### src/design/ple_pkg.sv
// ----------------------------------------------------------------------------
// ple_pkg
// Shared constants, codes and types of the positional list engine.
// ----------------------------------------------------------------------------
package ple_pkg;

  // Field widths of the transactions
  localparam int unsigned ActW  = 3;
  localparam int unsigned PosW  = 7;
  localparam int unsigned DataW = 32;
  localparam int unsigned StatW = 3;

  // List geometry
  localparam int unsigned Depth     = 64;
  localparam int unsigned CntW      = $clog2(Depth + 1);
  localparam int unsigned IdxW      = $clog2(Depth);
  localparam int unsigned CmpW      = ((CntW > PosW) ? CntW : PosW) + 1;

  // Result scan: cells are examined one group per cycle
  localparam int unsigned GroupSize = 8;
  localparam int unsigned SubW      = $clog2(GroupSize);
  localparam int unsigned NumGroups = (Depth + GroupSize - 1) / GroupSize;
  localparam int unsigned GrpW      = (NumGroups > 1) ? $clog2(NumGroups) : 1;
  localparam int unsigned PadDepth  = NumGroups * GroupSize;
  localparam int unsigned PadIdxW   = $clog2(PadDepth);

  typedef enum logic [ActW-1:0] {
    ACT_APPEND = 3'd0,
    ACT_INSERT = 3'd1,
    ACT_REMOVE = 3'd2,
    ACT_SEARCH = 3'd3,
    ACT_UPDATE = 3'd4,
    ACT_CLEAR  = 3'd5
  } action_e;

  typedef enum logic [StatW-1:0] {
    ST_OK       = 3'd0,
    ST_EMPTY    = 3'd1,
    ST_RANGE    = 3'd2,
    ST_FULL     = 3'd3,
    ST_NOTFOUND = 3'd4
  } status_e;

  // Per-cycle command broadcast to every cell
  typedef enum logic [2:0] {
    CELL_HOLD   = 3'd0,
    CELL_WRITE  = 3'd1,
    CELL_INSERT = 3'd2,
    CELL_REMOVE = 3'd3,
    CELL_PROBE  = 3'd4,
    CELL_UPDATE = 3'd5
  } cell_op_e;

  typedef struct packed {
    cell_op_e             op;
    logic [IdxW-1:0]      sel;
    logic [CntW-1:0]      count;
    logic [DataW-1:0]     value;
  } cell_ctl_t;

  typedef struct packed {
    status_e              status;
    logic [PosW-1:0]      found_position;
    logic [DataW-1:0]     data_out;
    logic [PosW-1:0]      entry_count;
  } rsp_t;

endpackage

### src/design/ple_cell.sv
// ----------------------------------------------------------------------------
// ple_cell
// One list slot: holds an entry, shifts with its neighbors, compares on probe.
// ----------------------------------------------------------------------------
module ple_cell import ple_pkg::*; (
  input  logic             clk_i,
  input  cell_ctl_t        ctl_i,
  input  logic [IdxW-1:0]  idx_i,
  input  logic [DataW-1:0] left_i,
  input  logic [DataW-1:0] right_i,
  output logic [DataW-1:0] entry_o,
  output logic             match_o,
  output logic [DataW-1:0] tap_o
);

  logic [DataW-1:0] entry_q;
  logic             match_q;
  logic [DataW-1:0] tap_q;
  logic             at_sel;
  logic             past_sel;
  logic             in_list;

  assign at_sel   = (idx_i == ctl_i.sel);
  assign past_sel = (idx_i > ctl_i.sel);
  assign in_list  = (CntW'(idx_i) < ctl_i.count);

  always_ff @(posedge clk_i) begin
    case (ctl_i.op)
      CELL_WRITE: begin
        if (at_sel) entry_q <= ctl_i.value;
      end
      CELL_INSERT: begin
        if (past_sel) entry_q <= left_i;
        else if (at_sel) entry_q <= ctl_i.value;
      end
      CELL_REMOVE: begin
        if (past_sel || at_sel) entry_q <= right_i;
      end
      CELL_PROBE: begin
        match_q <= in_list && (entry_q == ctl_i.value);
      end
      CELL_UPDATE: begin
        // old value goes to the tap, zero elsewhere so taps can be OR-ed
        tap_q <= at_sel ? entry_q : '0;
        if (at_sel) entry_q <= ctl_i.value;
      end
      default: begin
      end
    endcase
  end

  assign entry_o = entry_q;
  assign match_o = match_q;
  assign tap_o   = tap_q;

endmodule

### config.mk
export PLATFORM = sky130hd
export DESIGN_NAME = ple_cell
export DESIGN_NICKNAME = d
export VERILOG_FILES = /design/src/design/ple_pkg.sv /design/src/design/ple_cell.sv
export SDC_FILE = /design/constraint.sdc
export NUM_CORES = 1
export LEC_CHECK = 0
export ABC_AREA = 0
export BUFFER_PORTS_ARGS = -buffer_cell sky130_fd_sc_hd__buf_4
export CAP_MARGIN = 20
export CORE_MARGIN = 2
export CORE_UTILIZATION = 50
export CTS_CLUSTER_DIAMETER = 50
export DETAILED_ROUTE_END_ITERATION = 12
export GPL_TIMING_DRIVEN = 0
export PLACE_DENSITY = 0.91
export SETUP_SLACK_MARGIN = 0.05
export SYNTH_ARGS = -nofsm -noshare
export SYNTH_HDL_FRONTEND = slang
export SYNTH_SLANG_ARGS = --single-unit
### constraint.sdc
create_clock -name clk_i -period 8.5 [get_ports clk_i]
set_input_delay 0.425 -clock clk_i [delete_from_list [all_inputs] [get_ports clk_i]]
set_output_delay 0.425 -clock clk_i [all_outputs]
set_load 0.01 [all_outputs]
==> metrics.md, run 1 <==
| Metric | Value |
|---|---|
| Post-synth cell types | 31 |
| # rows | 31 |
| Fraction of layout cells with a size suffix above 1 | 0.3878 |
| DP Worst Slack | 5.458 ns |
| Main flop type after synthesis | edfxtp_1 |
| Synth Area per Inst | around 11 um^2 |
| Final Hold Fails | 0 |
| CTS sink cnt | 65 |
| Vias in the first global route | 3643 |
| Antenna violations before repair | 0 |
| Post-cts gate resize count | 0 |
| Die W | 90.11 um |
| H-tree Lvls | 3 |
| Synthesized area | 3707 um^2 |
| Final nets | 665 |
| Fillers | between 500 and 600 |
| Vias/cell | 5.694 |
| Mapped Nets | 470 |
| Die height | 90.11 um |
| Port Buf Inserts | 183 |
| Cells after synthesis | 340 |
| # IOs | 184 |
| Worst setup path start | idx_i[5] |
| Met2 wire length | 6195 um |
| Post-synth top area share | 0.5265 |
| Worst r2r path cells | 4 |
| Layout Cells excl Fill | 638 |
| Post-synthesis mux area share | 0 |
| Seq/Total Area, Yosys | 0.5265 |
| First-pass GRT wire length | 18510 um |
| Starting Density | 0.5139 |
| Most numerous cell in the Yosys netlist | nand2_1 |
| Final WS setup | 5.792 ns |
| Final instance area | 5444 um^2 |
| Critical R2R Launch | entry_o[20]$_DFFE_PP_ |
| Slew HR | 0.4573 |
| Critical path endpoint category | register |
| Yosys warning count | 0 |
| Routed Antenna Nets | 0 |
| Full die area | 8120 um^2 |
| Area of placed instances | approximately 5200 um^2 |
| Hold slack | 0.3916 ns |
| DR top layer | met4 |
| Post-synth ARST share | 0 |
| Initial drt markers | 267 |
| Worst Max-Slew Pin Slew | 0.8141 ns |
| Max Freq | 369.3 MHz |
| Pleak | approximately 2.5 nW |
| M1 wire length | 4332 um |
| Core ar. | 7214 um^2 |
| Simple-Gate Fraction of Synth Area | 0.1667 |
| Vias | 3633 |
| Largest net degree at the start of global routing | 33 |
| Clock latency on the worst-skew pair | roughly 0.33 ns |
| Pins Over Slew Limit | 0 |
| Routability cong. | 0.8916 |
| Root Buffer Master | clkbuf_8 |
| WHS Path Cells | 2 |
| Post-layout util | 0.7546 |
| Worst EP arrival | about 2.7 ns |
| Required @ worst endpoint | 8.53 ns |
| CTS Buf Count | 9 |
| Post-CTS Setup Bufs | 0 |
| Number of synthesized register bits | 65 |
| DR WL/cell | 18.64 um |
| Post-Route WL | 11890 um |
| DRC viols | 0 |
| Worst-path clk slew | 0.07 ns |
| Crit share post-route | 0.3186 |
| Final setup fails | 0 |
| Status | finished clean |
| Placed cell count | 623 |
| HP Class | input port to register |
| PnR Total Power | 0.8954 mW |
| Final min period | 2.708 ns |
| Unrepaired setup endpoints after global routing | false |
| Ant. Diodes | 0 |
| Global router's overall resource usage | 0.2919 |
| Post-DP HPWL | 9027 um |
| CP Class | input port to register |
| MaxCap Viol Count | 0 |
| Setup TNS | 0 ns |
| Critical Path Fanout Max | 17 |
| Compound-gate portion of the synthesized area | 0.1529 |
| Ranking of synthesized cells by area | edfxtp_1, a221o_1, xor2_1, nand2_1, and2_1 |
| Most frequent cells after synthesis | nand2_1, edfxtp_1, a21oi_1 |
| Cell taking the most area after synthesis | edfxtp_1 |
| Synth Area in XOR/XNOR | 0.07560 |
| TritonCTS clock tree | yes |
| P&R area growth vs syn | 46.84% |
| Worst Clk Skew | 0.01309 ns |
| Hold path start | right_i[15] |
| CP Launch Type | input port |
| Remaining global-route overflow | 0 |
| Post-Synth Adder-Cell Area | 0.03712 |
| Number of flops mapped to enable cells by yosys | 65 |
| Pwr dens | approximately 160 nW/um^2 |
| Clock Path Buffers | 2 |
| WL met3 | 1000 um |
| CTS Hold Bufs | 0 |
| Peak supply drop | 0.1035 mV |
| Largest family of logic cells by synthesized area | simple AND/OR/NAND/NOR gates |
| Total iterations of the first detailed-routing run | 5 |
## cell usage in the layout, fill, tap and decap left out, drive strengths merged
cell and n:
nor2b 1, nor3 1, a221o 32, a21o 2, bufinv 2, edfxtp 65
nor4 8, o21a 1, nand4b 1, o22ai 1, clkinv 3, a211oi 1
ha 11, buf 193, nand4 3, and4 1, or3 1, o21ai 2
o311a 1, and3b 2, and3 1, clkbuf 21, and2 32, nand2 67
nor3b 1, xor2 32, nand2b 3, nor2 2, a21oi 36, nand3 1
inv 11
## per-layer routing
metal | vias to the layer above | track usage
met2 | 225 | 0.5050
met1 | 1735 | 0.3488
met4 | 0 | 0.1179
met5 | - | 0
met3 | 30 | 0.07209
li1 | 1643 | -
## final timing paths
check                                          endpoint  slack (ns)
worst max register to register        match_o$_DFFE_PN_        6.88
worst min register to register  tap_o[13]$_SDFFCE_PP0N_        0.63
worst min-delay path              entry_o[15]$_DFFE_PP_        0.39
worst max-delay path              entry_o[12]$_DFFE_PP_        5.79
## power breakdown
part / switching, mW / internal (mW) / total, mW / leakage [nW]
sequential: 0.0221 / 0.382 / 0.405 / 0.665
combinational: 0.102 / 0.113 / 0.215 / 1.72
clock: 0.115 / 0.161 / 0.276 / 0.0989
total: 0.239 / 0.657 / 0.895 / 2.48
## worst max-delay path, cell delays in order
cell and delay (ns):
buf_4 0.12, ha_1 0.32, and4_1 0.23, nand3_1 0.27
clkbuf_1 0.34, and3_1 0.28, o21ai_4 0.51, buf_16 0.24
## layout make-up
type | count | area (um^2) | area share
Timing Repair Buffer | 184 | 1401 | 0.2574
Clock inverter | 5 | 71.32 | 0.01310
Clock buffer | 10 | 127.6 | 0.02344
Tap cell | 99 | 123.9 | 0.02275
Multi-Input combinational cell | 244 | 1615 | 0.2967
Inverter | 11 | 41.29 | 0.007584
Buffer | 20 | 111.4 | 0.02046
Sequential cell | 65 | 1952 | 0.3585
## sequential cells by signal (all words and copies together) (netlist names)
signal,flops
match_o,1
entry_o,32
tap_o,32
## logic make-up after synthesis
| kind of cell | count (synthesis) |
|---|---|
| DFF | 65 |
| buffers and inverters | 31 |
| and+or+nand+nor | 125 |
| AOI/OAI and AO/OA | 76 |
| adders and majority gates | 11 |
| xor gates and xnor gates | 32 |
(Power assumes the default switching activity.)
==> inputs of run 2 (changes only) <==
--- a/config.mk
+++ b/config.mk
@@ -9,11 +9,11 @@
 export BUFFER_PORTS_ARGS = -buffer_cell sky130_fd_sc_hd__buf_4
 export CAP_MARGIN = 20
 export CORE_MARGIN = 2
-export CORE_UTILIZATION = 50
+export CORE_UTILIZATION = 42
 export CTS_CLUSTER_DIAMETER = 50
 export DETAILED_ROUTE_END_ITERATION = 12
 export GPL_TIMING_DRIVEN = 0
-export PLACE_DENSITY = 0.91
+export PLACE_DENSITY = 0.82
 export SETUP_SLACK_MARGIN = 0.05
 export SYNTH_ARGS = -nofsm -noshare
 export SYNTH_HDL_FRONTEND = slang
==> constraint.sdc (replaced) <==
create_clock -name clk_i -period 2.34 [get_ports clk_i]
set_input_delay 0.117 -clock clk_i [delete_from_list [all_inputs] [get_ports clk_i]]
set_output_delay 0.117 -clock clk_i [all_outputs]
set_load 0.01 [all_outputs]
==> metrics.md, run 2 (synthesized netlist as in run 1, its figures left out) <==
| Metric | Value |
|---|---|
| Status | finished clean (unchanged) |
| DR WL/cell | 18.30 um (was 18.64 um) |
| Total iterations of the first detailed-routing run | 5 (unchanged) |
| DP Worst Slack | -0.6096 ns (was 5.458 ns) |
| Most frequent cells in the layout | buf_4, nand2_1, edfxtp_1, a21oi_1 (unchanged) |
| Vias in the first global route | 3617 (was 3643) |
| Fillers | 727 (was 505) |
| GRT busiest layer | met2 (unchanged) |
| CP Class | input port to register (unchanged) |
| Core ar. | 8636 um^2 (was 7214 um^2) |
| Unrepaired setup endpoints after global routing | false (unchanged) |
| DRC viols | 0 (unchanged) |
| Worst setup path start | ctl_i[44] (was idx_i[5]) |
| Hold slack | 0.07515 ns (was 0.3916 ns) |
| R2R setup slack | 0.66 ns (was 6.88 ns) |
| Slew HR | 0.4775 (was 0.4573) |
| Critical Path Fanout Max | 16 (was 17) |
| Leading cell type in the layout, fill and taps excluded | buf_4 (unchanged) |
| First-pass GRT wire length | 18440 um (was 18510 um) |
| TritonCTS clock tree | yes (unchanged) |
| Worst r2r path cells | 4 (unchanged) |
| Initial drt markers | 171 (was 267) |
| Final nets | 667 (was 665) |
| Routed Antenna Nets | 0 (unchanged) |
| HP Class | input port to register (unchanged) |
| Final Hold Fails | 0 (unchanged) |
| WHS Path Cells | 2 (unchanged) |
| # IOs | 184 (unchanged) |
| Port Buf Inserts | 183 (unchanged) |
| Crit share post-route | 0.8570 |
| CTS Buf Count | 9 (unchanged) |
| CTS sink cnt | 65 (unchanged) |
| Pins Over Slew Limit | 0 (unchanged) |
| Final WS setup | 0.3346 ns (was 5.792 ns) |
| Required @ worst endpoint | 2.44 ns (was 8.53 ns) |
| Multi-input combinational cell area | 1632 um^2 (was 1615 um^2) |
| Max Freq | 498.6 MHz |
| Vias | 3496 (was 3633) |
| M2 GR Usage | 0.4341 (was 0.5050) |
| Sequential Area | 1952 um^2 (unchanged) |
| MaxCap Viol Count | 0 (unchanged) |
| Post-Route WL | 11890 um (about the same) |
| Global router's overall resource usage | 0.2460 (was 0.2919) |
| Worst Clk Skew | 0.01119 ns (was 0.01309 ns) |
| Pwr dens | 563.7 nW/um^2 (was 164.5 nW/um^2) |
| Worst Max-Slew Pin Slew | 0.7837 ns (was 0.8141 ns) |
| Root Buffer Master | clkbuf_8 (unchanged) |
| Full die area | 9594 um^2 (was 8120 um^2) |
| CP Launch Type | input port (unchanged) |
| Starting Density | 0.4293 (was 0.5139) |
| Met3 Use GR | 0.04366 (was 0.07209) |
| Post-DP HPWL | 8876 um (was 9027 um) |
| Clock latency on the worst-skew pair | 0.34 ns (was 0.33 ns) |
| Peak supply drop | 0.2629 mV (was 0.1035 mV) |
| Final min period | 2.005 ns |
| Pleak | 2.472 nW (was 2.481 nW) |
| Ant. Diodes | 0 (unchanged) |
| Final setup fails | 0 (unchanged) |
| Vias/cell | 5.378 (was 5.694) |
| FF-to-FF End | match_o$_DFFE_PN_ (unchanged) |
| Worst-path clk slew | 0.08 ns (was 0.07 ns) |
| Antenna violations before repair | 0 (unchanged) |
| H-tree Lvls | 3 (unchanged) |
| Clock Path Buffers | 2 (unchanged) |
| Remaining global-route overflow | 0 (unchanged) |
| Hold path start | right_i[3] (was right_i[15]) |
| Critical R2R Launch | entry_o[10]$_DFFE_PP_ (was entry_o[20]$_DFFE_PP_) |
| Die height | 97.95 um (was 90.11 um) |
| # rows | 34 (was 31) |
| Critical path endpoint category | register (unchanged) |
| Worst Hold Path EP | entry_o[3]$_DFFE_PP_ (was entry_o[15]$_DFFE_PP_) |
| P&R area growth vs syn | 46.91% (was 46.84%) |
| Met1 usage | 0.2998 (was 0.3488) |
| Routability cong. | 0.7957 (was 0.8916) |
| Layout Cells excl Fill | 650 (was 638) |
| Worst EP arrival | 2.10 ns (was 2.74 ns) |
| Placed cell count | 631 (was 623) |
| Largest net degree at the start of global routing | 33 (unchanged) |
| Fraction of layout cells with a size suffix above 1 | 0.3948 (was 0.3878) |
| Die W | 97.95 um (was 90.11 um) |
[run 2: cell count changes in the layout (fill, tap and decap cells not counted)]
| cell | before | now |
|---|---|---|
| buf_16 | 1 | 0 |
| clkinv_1 | 3 | 2 |
| clkinv_2 | 0 | 3 |
| o21ai_4 | 1 | 2 |
| bufinv_16 | 2 | 0 |
| buf_12 | 0 | 2 |
| clkinvlp_4 | 0 | 2 |
| clkbuf_1 | 12 | 11 |
[run 2: metrics by stage]
stage / instance area [um^2] / TNS, ns / util / power (mW)
2_1_floorplan: 3719 / 0 / - / 1.853
3_3_place_gp: 5228 / -18.19 / 0.6053 / 2.236
3_5_place_dp: 5229 / -19.46 / 0.6055 / 2.259
4_1_cts: 5406 / 0 / 0.6261 / 3.067
5_1_grt: 5446 / 0 / 0.6307 / 3.201
6_report: 5446 / 0 / 0.6307 / 3.070
[run 2: layout make-up]
cell class,count,area share
sequential,65,0.3584
multi-input combinational,245,0.2996
timing repair buffer,185,0.2596
tap,108,0.02481
clock buffer,9,0.02274
buffer,20,0.02045
inverter,11,0.007581
clock inverter,7,0.006892
[run 2: timing repair]
action / in CTS / in global routing
setup endpoints to repair: 32 / 32
endpoints found under the hold margin: 0 / 0
hold buffers: 0 / 0
setup buffers: 0 / 2
resized for setup: 1 / 0
cloned: 1 / 0
pin swaps: 1 / 2
[run 2: power by group]
| group | switching, mW | internal (mW) |
|---|---|---|
| logic | 0.370 | 0.416 |
| registers | 0.0808 | 1.39 |
| clock network | 0.444 | 0.371 |
| total | 0.895 | 2.18 |
[run 2: worst max-delay path by stage]
stage / endpoint / depth (start not counted) / slack [ns]
after floorplan: entry_o[0]$_DFFE_PP_ / 7 / 0.14
after global routing: entry_o[11]$_DFFE_PP_ / 9 / 0.21
final: entry_o[27]$_DFFE_PP_ / 9 / 0.33
after detailed placement: entry_o[26]$_DFFE_PP_ / 7 / -0.61
after CTS: entry_o[12]$_DFFE_PP_ / 7 / 0.05
after global placement: entry_o[28]$_DFFE_PP_ / 7 / -0.57
[run 2: layer usage]
layer	vias up	routed length, um
li1	1646	-
met1	1657	4700
met5	-	0
met3	16	838
met2	177	6132
met4	0	221
[run 2: worst max-delay path, cell delays in order]
cell	delay [ns]
buf_4	0.07
inv_1	0.03
ha_1	0.33
and4_1	0.23
nand3_1	0.24
clkbuf_1	0.45
and3_1	0.37
o21ai_4	0.08
buf_12	0.17
